<file path="config.mk">
export PLATFORM = sky130hd
export DESIGN_NAME = retriggerable_delayed_pulse_timer
export DESIGN_NICKNAME = d
export VERILOG_FILES = /design/src/rdpt_pkg.sv /design/src/rdpt_csr.sv /design/src/rdpt_core.sv /design/src/retriggerable_delayed_pulse_timer.sv
export SDC_FILE = /design/constraint.sdc
export NUM_CORES = 1
export LEC_CHECK = 0
export BUFFER_PORTS_ARGS = -buffer_cell sky130_fd_sc_hd__buf_2
export CELL_PAD_IN_SITES_DETAIL_PLACEMENT = 1
export CELL_PAD_IN_SITES_GLOBAL_PLACEMENT = 1
export CORE_MARGIN = 2
export CORE_UTILIZATION = 40
export CTS_CLUSTER_DIAMETER = 40
export CTS_CLUSTER_SIZE = 8
export DETAILED_ROUTE_END_ITERATION = 6
export PLACE_DENSITY_LB_ADDON = 0.1
export SYNTH_ARGS = -nofsm -noshare
export SYNTH_HDL_FRONTEND = slang
export SYNTH_SLANG_ARGS = --single-unit
</file>
<file path="constraint.sdc">
create_clock -name clock -period 5.9 [get_ports clock]
set_input_delay 0.59 -clock clock [delete_from_list [all_inputs] [get_ports clock]]
set_output_delay 0.59 -clock clock [all_outputs]
set_load 0.03 [all_outputs]
</file>
<file path="src/rdpt_pkg.sv">
// Shared types, constants and helper functions of the retriggerable delayed pulse timer.
// No dependencies; used by rdpt_csr, rdpt_core and the top level.
`default_nettype none

package rdpt_pkg;

   localparam int unsigned TICKS_PER_SECOND  = 100;
   localparam int unsigned INITIAL_DELAY_SEC = 5;
   localparam int unsigned PULSE_SECONDS     = 3;
   localparam int unsigned RETRIGGER_SECONDS = 10;
   localparam int unsigned DEBOUNCE_DEFAULT  = 2;

   localparam int unsigned COUNT_W    = 16;
   localparam int unsigned RUN_W      = 4;
   localparam int unsigned PHASE_W    = 3;
   localparam int unsigned CSR_IDX_W  = 8;
   localparam int unsigned CSR_DATA_W = 16;

   localparam logic [COUNT_W-1:0] COUNT_MAX = '1;
   localparam logic [RUN_W-1:0]   RUN_MAX   = '1;

   localparam logic [COUNT_W-1:0] DELAY_RESET     =
      COUNT_W'(INITIAL_DELAY_SEC * TICKS_PER_SECOND);
   localparam logic [COUNT_W-1:0] PULSE_RESET     = COUNT_W'(PULSE_SECONDS * TICKS_PER_SECOND);
   localparam logic [COUNT_W-1:0] RETRIGGER_RESET =
      COUNT_W'(RETRIGGER_SECONDS * TICKS_PER_SECOND);
   localparam logic [RUN_W-1:0]   DEBOUNCE_RESET  = RUN_W'(DEBOUNCE_DEFAULT);

   // Reported phase codes.
   localparam logic [PHASE_W-1:0] CODE_AWAIT_LOW  = 3'd0;
   localparam logic [PHASE_W-1:0] CODE_AWAIT_HIGH = 3'd1;
   localparam logic [PHASE_W-1:0] CODE_DELAY      = 3'd2;
   localparam logic [PHASE_W-1:0] CODE_PULSE      = 3'd3;
   localparam logic [PHASE_W-1:0] CODE_MONITOR    = 3'd4;

   // Register indexes on the configuration port.
   localparam logic [CSR_IDX_W-1:0] REG_INITIAL_DELAY = 8'd0;
   localparam logic [CSR_IDX_W-1:0] REG_PULSE         = 8'd1;
   localparam logic [CSR_IDX_W-1:0] REG_RETRIGGER     = 8'd2;
   localparam logic [CSR_IDX_W-1:0] REG_DEBOUNCE      = 8'd3;

   typedef enum logic [4:0] {
      PH_AWAIT_LOW  = 5'b00001,
      PH_AWAIT_HIGH = 5'b00010,
      PH_DELAY      = 5'b00100,
      PH_PULSE      = 5'b01000,
      PH_MONITOR    = 5'b10000
   } phase_state_type;

   typedef struct packed {
      logic [COUNT_W-1:0] initial_delay_ticks;
      logic [COUNT_W-1:0] pulse_ticks;
      logic [COUNT_W-1:0] retrigger_ticks;
      logic [RUN_W-1:0]   debounce_ticks;
   } cfg_type;

   function automatic logic [PHASE_W-1:0] phase_code(input phase_state_type ph);
      logic [PHASE_W-1:0] code;
      case (ph)
         PH_AWAIT_LOW:  code = CODE_AWAIT_LOW;
         PH_AWAIT_HIGH: code = CODE_AWAIT_HIGH;
         PH_DELAY:      code = CODE_DELAY;
         PH_PULSE:      code = CODE_PULSE;
         PH_MONITOR:    code = CODE_MONITOR;
         default:       code = CODE_AWAIT_LOW;
      endcase
      return code;
   endfunction

   // Saturating increment of the interval counter.
   function automatic logic [COUNT_W-1:0] bump(input logic [COUNT_W-1:0] v);
      return (v != COUNT_MAX) ? v + COUNT_W'(1) : v;
   endfunction

endpackage

`default_nettype wire

</file>
<file path="src/rdpt_csr.sv">
// Configuration register file of the retriggerable delayed pulse timer.
// Depends on rdpt_pkg for the register indexes, reset values and cfg_type.
`default_nettype none

module rdpt_csr (
   input  wire                             clock,
   input  wire                             reset,
   input  wire                             csr_valid,
   output logic                            csr_ready,
   input  wire  [rdpt_pkg::CSR_IDX_W-1:0]  csr_index,
   input  wire  [rdpt_pkg::CSR_DATA_W-1:0] csr_data,
   output rdpt_pkg::cfg_type               cfg
);
   import rdpt_pkg::*;

   cfg_type cfg_ff;
   cfg_type cfg_in;

   // Writes are always accepted: csr_ready is held high.
   assign csr_ready = 1'b1;

   always_comb begin
      cfg_in = cfg_ff;
      if (csr_valid) begin
         case (csr_index)
            REG_INITIAL_DELAY: cfg_in.initial_delay_ticks = csr_data[COUNT_W-1:0];
            REG_PULSE:         cfg_in.pulse_ticks         = csr_data[COUNT_W-1:0];
            REG_RETRIGGER:     cfg_in.retrigger_ticks     = csr_data[COUNT_W-1:0];
            REG_DEBOUNCE:      cfg_in.debounce_ticks      = csr_data[RUN_W-1:0];
            default: ;
         endcase
      end
   end

   always_ff @(posedge clock) begin
      if (reset) begin
         cfg_ff.initial_delay_ticks <= DELAY_RESET;
         cfg_ff.pulse_ticks         <= PULSE_RESET;
         cfg_ff.retrigger_ticks     <= RETRIGGER_RESET;
         cfg_ff.debounce_ticks      <= DEBOUNCE_RESET;
      end else begin
         cfg_ff <= cfg_in;
      end
   end

   assign cfg = cfg_ff;

endmodule

`default_nettype wire

</file>
<file path="src/rdpt_core.sv">
// Tick engine: phase state, interval counter, level run tracker and the result register.
// Depends on rdpt_pkg for the phase enum, cfg_type and helper functions.
`default_nettype none

module rdpt_core (
   input  wire                           clock,
   input  wire                           reset,
   input  rdpt_pkg::cfg_type             cfg,
   input  wire                           tick_valid,
   output logic                          tick_ready,
   input  wire                           trigger_level,
   output logic                          out_valid,
   input  wire                           out_ready,
   output logic                          drive_level,
   output logic [rdpt_pkg::PHASE_W-1:0]  phase
);
   import rdpt_pkg::*;

   phase_state_type     phase_ff, phase_in;
   logic [COUNT_W-1:0]  count_ff, count_in;
   logic [RUN_W-1:0]    run_len_ff, run_len_in;
   logic                run_level_ff, run_level_in;
   logic                valid_ff, valid_in;
   logic                drive_ff, drive_in;
   logic [PHASE_W-1:0]  phase_code_ff, phase_code_in;

   logic                trk_level;
   logic [RUN_W-1:0]    trk_len;
   logic                stable_low, stable_high;
   logic [COUNT_W-1:0]  count_bumped;
   logic                accept;

   // A new tick is taken whenever the result register is empty or drains this cycle.
   assign tick_ready = !valid_ff || out_ready;
   assign accept     = tick_valid && tick_ready;

   // Run tracker update for this tick's sample.
   always_comb begin
      if (trigger_level == run_level_ff) begin
         trk_level = run_level_ff;
         trk_len   = (run_len_ff != RUN_MAX) ? run_len_ff + RUN_W'(1) : run_len_ff;
      end else begin
         trk_level = trigger_level;
         trk_len   = '0;
      end
      stable_low   = !trk_level && (trk_len >= cfg.debounce_ticks);
      stable_high  = trk_level && (trk_len >= cfg.debounce_ticks);
   end

   assign count_bumped = bump(count_ff);

   always_comb begin
      phase_in     = phase_ff;
      count_in     = count_ff;
      run_len_in   = run_len_ff;
      run_level_in = run_level_ff;
      if (accept) begin
         case (phase_ff)
            PH_AWAIT_LOW: begin
               run_level_in = trk_level;
               run_len_in   = trk_len;
               if (stable_low) begin
                  phase_in = PH_AWAIT_HIGH;
               end
            end
            PH_AWAIT_HIGH: begin
               run_level_in = trk_level;
               run_len_in   = trk_len;
               if (stable_high) begin
                  run_level_in = 1'b1;
                  run_len_in   = '0;
                  count_in     = '0;
                  phase_in     = (cfg.initial_delay_ticks == '0) ? PH_PULSE : PH_DELAY;
               end
            end
            PH_DELAY: begin
               count_in = count_bumped;
               if (count_bumped >= cfg.initial_delay_ticks) begin
                  phase_in = PH_PULSE;
                  count_in = '0;
               end
            end
            PH_PULSE: begin
               count_in = count_bumped;
               if (count_bumped >= cfg.pulse_ticks) begin
                  phase_in     = PH_MONITOR;
                  count_in     = '0;
                  run_level_in = 1'b1;
                  run_len_in   = '0;
               end
            end
            PH_MONITOR: begin
               run_level_in = trk_level;
               run_len_in   = trk_len;
               if (trigger_level) begin
                  count_in = count_bumped;
                  if (count_bumped >= cfg.retrigger_ticks) begin
                     phase_in = PH_PULSE;
                     count_in = '0;
                  end
               end else begin
                  count_in = '0;
                  if (stable_low) begin
                     phase_in = PH_AWAIT_HIGH;
                  end
               end
            end
            default: begin
               phase_in     = PH_AWAIT_LOW;
               count_in     = '0;
               run_len_in   = '0;
               run_level_in = 1'b0;
            end
         endcase
      end
   end

   // Result register: loaded on every accepted tick, emptied when taken.
   always_comb begin
      valid_in      = valid_ff;
      drive_in      = drive_ff;
      phase_code_in = phase_code_ff;
      if (accept) begin
         valid_in      = 1'b1;
         drive_in      = (phase_in == PH_PULSE);
         phase_code_in = phase_code(phase_in);
      end else if (out_ready) begin
         valid_in = 1'b0;
      end
   end

   always_ff @(posedge clock) begin
      if (reset) begin
         phase_ff     <= PH_AWAIT_LOW;
         count_ff     <= '0;
         run_len_ff   <= '0;
         run_level_ff <= 1'b0;
         valid_ff     <= 1'b0;
      end else begin
         phase_ff     <= phase_in;
         count_ff     <= count_in;
         run_len_ff   <= run_len_in;
         run_level_ff <= run_level_in;
         valid_ff     <= valid_in;
      end
   end

   always_ff @(posedge clock) begin
      drive_ff      <= drive_in;
      phase_code_ff <= phase_code_in;
   end

   assign out_valid   = valid_ff;
   assign drive_level = drive_ff;
   assign phase       = phase_code_ff;

endmodule

`default_nettype wire

</file>
<file path="src/retriggerable_delayed_pulse_timer.sv">
// Top level of the retriggerable delayed pulse timer.
// Depends on rdpt_pkg, rdpt_csr and rdpt_core.
`default_nettype none

// Channel  | Ports                        | Contents
// ---------+------------------------------+--------------------------------------
// req      | req_tvalid/tready/tdata[7:0] | one tick: [0] trigger_level
// rsp      | rsp_tvalid/tready/tdata[7:0] | one result: [0] drive_level, [3:1] phase
// csr      | csr_valid/ready/index/data   | register write, index 0..3
//
// For every tick the phase, interval counter and run tracker update in the cycle of
// the req transfer and the result sits in the rsp register on the next cycle.
// A tick is taken in every cycle while the result register is empty or being drained,
// so a stall on rsp holds req_tready low only while the previous result is waiting.
// Synchronous active-high reset returns the timer to await-low with empty result
// register and loads the default delay, pulse, retrigger and debounce values.
// Configuration writes are always accepted and take effect on the next tick.

module retriggerable_delayed_pulse_timer (
   input  wire                             clock,
   input  wire                             reset,
   // Input ticks.
   input  wire                             req_tvalid,
   output logic                            req_tready,
   input  wire  [7:0]                      req_tdata,   // [0] trigger_level, [7:1] zero
   // Results.
   output logic                            rsp_tvalid,
   input  wire                             rsp_tready,
   output logic [7:0]                      rsp_tdata,   // [0] drive_level, [3:1] phase
   // Configuration writes.
   input  wire                             csr_valid,
   output logic                            csr_ready,
   input  wire  [rdpt_pkg::CSR_IDX_W-1:0]  csr_index,
   input  wire  [rdpt_pkg::CSR_DATA_W-1:0] csr_data
);
   import rdpt_pkg::*;

   cfg_type            cfg;
   logic               drive_level;
   logic [PHASE_W-1:0] phase;

   rdpt_csr u_csr (
      .clock     (clock),
      .reset     (reset),
      .csr_valid (csr_valid),
      .csr_ready (csr_ready),
      .csr_index (csr_index),
      .csr_data  (csr_data),
      .cfg       (cfg)
   );

   rdpt_core u_core (
      .clock         (clock),
      .reset         (reset),
      .cfg           (cfg),
      .tick_valid    (req_tvalid),
      .tick_ready    (req_tready),
      .trigger_level (req_tdata[0]),
      .out_valid     (rsp_tvalid),
      .out_ready     (rsp_tready),
      .drive_level   (drive_level),
      .phase         (phase)
   );

   // The upper bits carry nothing and are held at zero.
   assign rsp_tdata = {4'b0000, phase, drive_level};

   // The pin is high exactly while the reported phase is the pulse phase.
   assert property (@(posedge clock) disable iff (reset)
      rsp_tvalid |-> (rsp_tdata[0] == (rsp_tdata[3:1] == CODE_PULSE)))
      else $error("drive_level disagrees with reported phase");

   // Every accepted tick leaves a result waiting on the next cycle.
   assert property (@(posedge clock) disable iff (reset)
      (req_tvalid && req_tready) |=> rsp_tvalid)
      else $error("accepted tick produced no result");

   // A waiting result that is not taken blocks the next tick.
   assert property (@(posedge clock) disable iff (reset)
      (rsp_tvalid && !rsp_tready) |-> !req_tready)
      else $error("tick accepted while result stalled");

   // Reported phase codes stay within the defined set.
   assert property (@(posedge clock) disable iff (reset)
      rsp_tvalid |-> (rsp_tdata[3:1] <= CODE_MONITOR))
      else $error("phase code out of range");

endmodule

`default_nettype wire

</file>
=== Word-level counts from Yosys, hierarchy flattened ===
Index checks and enable logic that the tools add are counted.

* Equal/unequal tests: 17
* Order comparisons: 4
* Bitwise logic cells: 2
* $add $sub $neg: 2
* Reductions and logical operators: 16
* Mux-type cells: 28

{| class="wikitable"
|+ Operators by type and width
! kind !! count
|-
| 2-to-1 mux 16 bit || 6
|-
| one-hot mux 16 bit (5 select lines) || 1
|-
| greater-or-equal comparator 16 bit || 3
|-
| 2-to-1 mux 5 bit || 7
|-
| one-hot mux 5 bit (5 select lines) || 1
|-
| 2-to-1 mux 4 bit || 5
|-
| adder 16 x 1 -> 16 bit, second input constant || 1
|-
| equality test 8 x 2 -> 1 bit, second input constant || 2
|-
| zero test 16 bit || 1
|-
| != test 16 bit, second input constant || 1
|-
| one-hot mux 4 bit (4 select lines) || 1
|-
| one-hot mux 3 bit (4 select lines) || 1
|-
| equality test 5 x 2 -> 1 bit, second input constant || 2
|-
| equality test 5 x 3 -> 1 bit, second input constant || 2
|-
| equality test 5 x 4 -> 1 bit, second input constant || 2
|-
| equality test 5 bit, second input constant || 2
|-
| equality test 8 x 1 -> 1 bit, second input constant || 1
|-
| zero test 8 bit || 1
|-
| AND reduction 2 bit || 4
|-
| AND reduction 3 bit || 2
|-
| equality test 5 x 1 -> 1 bit, second input constant || 1
|-
| 2-to-1 mux 1 bit || 5
|-
| adder 4 x 1 -> 4 bit, second input constant || 1
|-
| greater-or-equal comparator 4 bit || 1
|-
| 10 further kinds || 15
|}

* Output and inout bits: 11
* Input bits: 37
* Register bits after elaboration: 83
* Logic and storage cells: 80

=== Depth between registers and ports, before layout ===
* Depth after elaboration: 11
* Gate-level depth with buffers: 17
* Mapped depth without buffers: 15

=== Modules after synthesis ===
Synthesis repeated with hierarchy kept, for this count alone.

* Cell total of the unflattened synthesis: 654
* Area, all modules: 5539.1 µm²

{| class="wikitable"
|+ Modules (own cells, without submodules)
! module !! seq. area each (µm²) !! times used !! cells an instance !! area an instance (µm²)
|-
| rdpt_core || 660.6 || 1 || 446 || 3364.5
|-
| rdpt_csr || 1041.0 || 1 || 202 || 2133.3
|-
| retriggerable_delayed_pulse_timer || 0.0 || 1 || 6 || 41.3
|}

=== Least setup slack after synthesis ===
No wires, ideal clock.

* Kind: register -> register
* Start: register u_core.count_ff[4]
* End: register u_core.phase_code_ff[1] (netlist: u_core.phase[1]) (data pin)
* Setup time: 255 ps
* Buffers on the path: 0
* Stages on the path, launching flop included: 16
* Arrival: 3567 ps
* Required time: 5645 ps
* Clock period less this slack: 3822 ps
* Setup slack: 2078 ps
* Cells stage by stage: dfxtp_1 and3_1 nand4_2 nor3_2 nand4_1 nand4_1 xnor2_1 ha_1 nor2_1 or3_1 o221ai_1 a211o_1 a311oi_1 a311o_2 xor2_1 and3_1

* Longest elaborated chain between the ends: 9
* Elaborated cells between the ends (all ways): 17
* Those cells by class: add/sub: 1; order compare: 3; eq/ne: 5; mux: 8

{| class="wikitable"
|+ Ends and longest elaborated chain
! item !! line !! RTL
|-
| from (decl) || rdpt_core.sv:20 || <nowiki>logic [COUNT_W-1:0] count_ff, count_in;</nowiki>
|-
| from (signal assigned) || rdpt_core.sv:141 || <nowiki>count_ff <= count_in;</nowiki>
|-
| adder 16 x 1 -> 16 bit or != test 16 bit (tied branches) || rdpt_pkg.sv:72 || <nowiki>return (v != COUNT_MAX) ? v + COUNT_W'(1) : v;</nowiki>
|-
| 2-to-1 mux 16 bit * || rdpt_pkg.sv:72 ||
|-
| greater-or-equal comparator 16 bit || rdpt_core.sv:97 || <nowiki>if (count_bumped >= cfg.retrigger_ticks) begin</nowiki>
|-
| 2-to-1 mux 5 bit || rdpt_core.sv:97 ||
|-
| 2-to-1 mux 5 bit || rdpt_core.sv:95 || <nowiki>if (trigger_level) begin</nowiki>
|-
| one-hot mux 5 bit (5 select lines) * || rdpt_core.sv:58 || <nowiki>case (phase_ff)</nowiki>
|-
| 2-to-1 mux 5 bit * || rdpt_core.sv:57 || <nowiki>if (accept) begin</nowiki>
|-
| equality test 5 bit (tied with other cells) || rdpt_pkg.sv:59 || <nowiki>case (ph)</nowiki>
|-
| one-hot mux 3 bit (4 select lines) * || rdpt_pkg.sv:59 ||
|-
| to (signal assigned) || rdpt_core.sv:150 || <nowiki>phase_code_ff <= phase_code_in;</nowiki>
|-
| to (decl) || rdpt_core.sv:25 || <nowiki>logic [PHASE_W-1:0] phase_code_ff, phase_code_in;</nowiki>
|}

Mark *: on every way between the ends. The rest lies on a longest branch, timed or not.
A chain may end at the register's enable or synchronous reset.

=== Worst setup path after layout ===
* Start: register u_core.count_ff[4]
* End: register u_core.count_ff[6]

* Longest elaborated chain between the ends: 6
* Elaborated cells between the ends (all ways): 11
* Those cells by class: add/sub: 1; order compare: 3; eq/ne: 1; mux: 6

{| class="wikitable"
|+ Ends and longest elaborated chain
! item !! line
|-
| adder 16 x 1 -> 16 bit or != test 16 bit (tied branches) || rdpt_pkg.sv:72
|-
| 2-to-1 mux 16 bit * || rdpt_pkg.sv:72
|-
| greater-or-equal comparator 16 bit || rdpt_core.sv:97
|-
| 2-to-1 mux 16 bit || rdpt_core.sv:97
|-
| 2-to-1 mux 16 bit || rdpt_core.sv:95
|-
| one-hot mux 16 bit (5 select lines) * || rdpt_core.sv:58
|}

Marks and branches as above.

==> reports/metrics.csv <==
stage,metric,value,unit
die,die boundary height,117,um
clock_network,hold buffers post-CTS,0,
route,vias,4397,
die,I/O pin cnt,48,
clock_network,CTS Sinks,83,
die,Core Region,0.0126,mm^2
route,initial DRC count,147,
route,DRT Pass-1 Iters,4,
yosys,synth unique cells,63,
timing,fmax,0.204,GHz
clock_network,Setup Buffers After CTS,0,
die,Initial Util,40.9,%
setup_path,"Data arrival, critical path",5160,ps
yosys,Post-synth EDFFs,4,
setup_path,CP top delay family,compound AO/OA/AOI/OAI gates,
clock_network,clk_lat worst skew,350,ps
final_layout,area grow syn2layout,11.1,%
yosys,yosys warns,0,
timing,Final period util,83.2,%
outcome,status,completed,
setup_path,worst path cell trace,and3_1 > nand4_2 > nor3_2 > nand4_1 > nand3_1 > o21a_1 > ha_1 > a211o_1 > a31oi_1 > o221ai_1 > a211o_1 > o211ai_4 > and2_1 > a41oi_1 > a311oi_1,
final_layout,Ant. Diodes,0,
timing,measured slew at the worst slew-check pin,1200,ps
power_and_ir_drop,worst-case vdd ir drop,0.000130,V
yosys,Post-Syn Instances,623,
global_routing,antenna violations before repair,0,
final_layout,Non-Filler Instances,822,
timing,setup_tns,0,ps
route,Post-route DRC,0,
min_path,worst hold path class,flip-flop to flip-flop,
setup_path,CP max FO,16,
timing,skew final,5.67,ps
timing,# setup viols final,0,
route,wire per inst,16.2,um
timing,worst setup margin,991,ps
final_layout,ratio of cells with drive above 1 in the final layout,9.69,%
yosys,synthesized area,0.00513,mm^2
setup_path,crit-path max cell delay,610,ps
timing,max_slew headroom,20.0,%
route,WL final,13.4,mm
clock_network,clk slew on worst S/H paths,60,ps
placement,Final HPWL DP,10.1,mm
die,Die ar.,0.0138,mm^2
final_layout,"commonest non-fill, non-tap cells in the layout","nor2_1 (81), dfxtp_1 (79), inv_1 (64)",
setup_path,Worst path slowest cell,and2_1,
global_routing,vias in the first global route,4397,
placement,GP Congestion,0.788,
yosys,post-synthesis sequential area ratio,33.1,%
global_routing,Tot GR Track Use,20.3,%
final_layout,"most common cell after layout, fill and taps aside",nor2_1,
clock_network,Root Buffer,clkbuf_16,
timing,Hold Slack,454,ps
final_layout,Final Util,45.4,%
placement,DP Worst Slack,1030,ps
yosys,dominant synthesized flop cell,dfxtp_1,
timing,min Tclk post-route,4910,ps
setup_path,Reg2Reg Setup Slack,990,ps
placement,I/O Buffers,35,
clock_network,H-tree depth,3,
route,Antenna Nets Post-Route,0,
setup_path,Startpoint Class,flip-flop,
yosys,ys async rst share,0,%
flow_run,max_cap viols,0,
route,via/cell ratio,5.35,
timing,final count of hold timing violations,0,
final_layout,Layout fillers,1527,
clock_network,CTS resizes,0,
power_and_ir_drop,Leakage,2.55,nW
yosys,synthesized area per cell,8.24,um^2
setup_path,Crit Path Class,flip-flop to flip-flop,
global_routing,largest net degree at the start of global routing,80,
final_layout,fin nets,738,
setup_path,CP bufs+invs,0,
power_and_ir_drop,power per cell area,214,mW/mm^2
yosys,#FFs+latches synth,83,
clock_network,CTS tree,done,
global_routing,first-pass GRT wire length,22.6,mm
setup_path,CP required,6150,ps
setup_path,crit-path most repeated cell,a211o_1,
global_routing,Congestion Overflow GR,0,
timing,max-slew violation count,0,
clock_network,clock buffer depth,2,
placement,dpl cells,806,
setup_path,crit path capture type,flip-flop,
die,Std-Cell Rows,41,
timing,RSZ-0062 raised after global routing,no,
die,die width,117,um
clock_network,clock buffers created by TritonCTS,9,
-- final timing paths --
kind,start,endpoint,cells after the start
setup / recovery,u_core.count_ff[4]$_SDFFE_PP0P_,u_core.count_ff[6]$_SDFFE_PP0P_,15
hold / removal,u_csr.cfg[15]$_SDFFE_PP0P_,u_csr.cfg[15]$_SDFFE_PP0P_,2
setup reg to reg,u_core.count_ff[4]$_SDFFE_PP0P_,u_core.count_ff[6]$_SDFFE_PP0P_,15
hold reg to reg,u_csr.cfg[15]$_SDFFE_PP0P_,u_csr.cfg[15]$_SDFFE_PP0P_,2
-- cell type report --
type	instances	area, um^2	share of cell area, %
tap	172	215	3.77
multi-input combinational	447	3060	53.7
sequential	83	1700	29.8
inverter	66	248	4.34
clock inverter	3	21.3	0.373
clock buffer	13	262	4.58
timing repair buffer	38	198	3.46
-- state kept, by name, summed over array words and instances (netlist names) --
register	cells
u_core.phase_ff	5
u_core.out_valid	1
u_core.count_ff	16
u_csr.cfg	52
u_core.run_len_ff	4
u_core.drive_level	1
u_core.run_level_ff	1
u_core.phase	3
-- kinds of logic (layout without fill, tap and decap cells) --
family	count (synthesis)	count (layout)	synth area share, %
muxes	24	24	4.68
buffers and inverters	96	120	7.58
DFF	83	83	33.1
AOI/OAI and AO/OA	135	135	18.3
other	2	5	0.146
xor gates and xnor gates	14	14	2.39
adders and majority gates	56	56	13.6
and+or+nand+nor	213	213	20.1
-- tightest hold or removal path, cell delays in order, from the launching register on --
cell	delay [ps]
dfxtp_1	310
nand2_1	50
a21oi_1	50
-- routing by layer --
| layer | track usage, % | vias to the layer above | wire length [um] |
|---|---|---|---|
| met3 | 3.11 | 13 | 317 |
| met5 | 0 | - | 0 |
| met1 | 28.8 | 2108 | 6960 |
| met2 | 31.0 | 57 | 5840 |
| met4 | 7.61 | 0 | 237 |
| li1 | - | 2219 | - |
-- report_power, final --
| part | internal [mW] | switching (mW) |
|---|---|---|
| registers | 0.571 | 0.00716 |
| clock network | 0.311 | 0.236 |
| logic | 0.0315 | 0.0657 |
-- synth_stat cells (5+ instances only) --
| library cell | instances | area (um^2) |
|---|---|---|
| nand4_1 | 10 | 62.6 |
| and3_1 | 5 | 31.3 |
| nor3_1 | 12 | 60.1 |
| ha_1 | 56 | 701 |
| nand3_1 | 14 | 70.1 |
| a311oi_1 | 6 | 52.6 |
| dfxtp_1 | 79 | 1580 |
| o21ai_0 | 16 | 80.1 |
| a22oi_1 | 12 | 90.1 |
| buf_4 | 7 | 52.6 |
| clkbuf_1 | 20 | 75.1 |
| a211o_1 | 19 | 166 |
| xor2_1 | 6 | 52.6 |
| nor2_1 | 81 | 304 |
| xnor2_1 | 8 | 70.1 |
| mux2i_1 | 24 | 240 |
| a21oi_1 | 40 | 200 |
| nand2_1 | 56 | 210 |
| o211ai_1 | 5 | 37.5 |
| a21o_1 | 5 | 37.5 |
| inv_1 | 64 | 240 |
| nand2b_1 | 6 | 37.5 |
| o21a_1 | 6 | 45.0 |
-- per-stage QoR --
stage	area (um^2)	total power [mW]
finish	5710	1.22
global route	5710	1.27
CTS	5710	1.24
detailed placement	5420	0.688
global placement	5420	0.684
floorplan	5150	0.656
(Power assumes the default switching activity.)
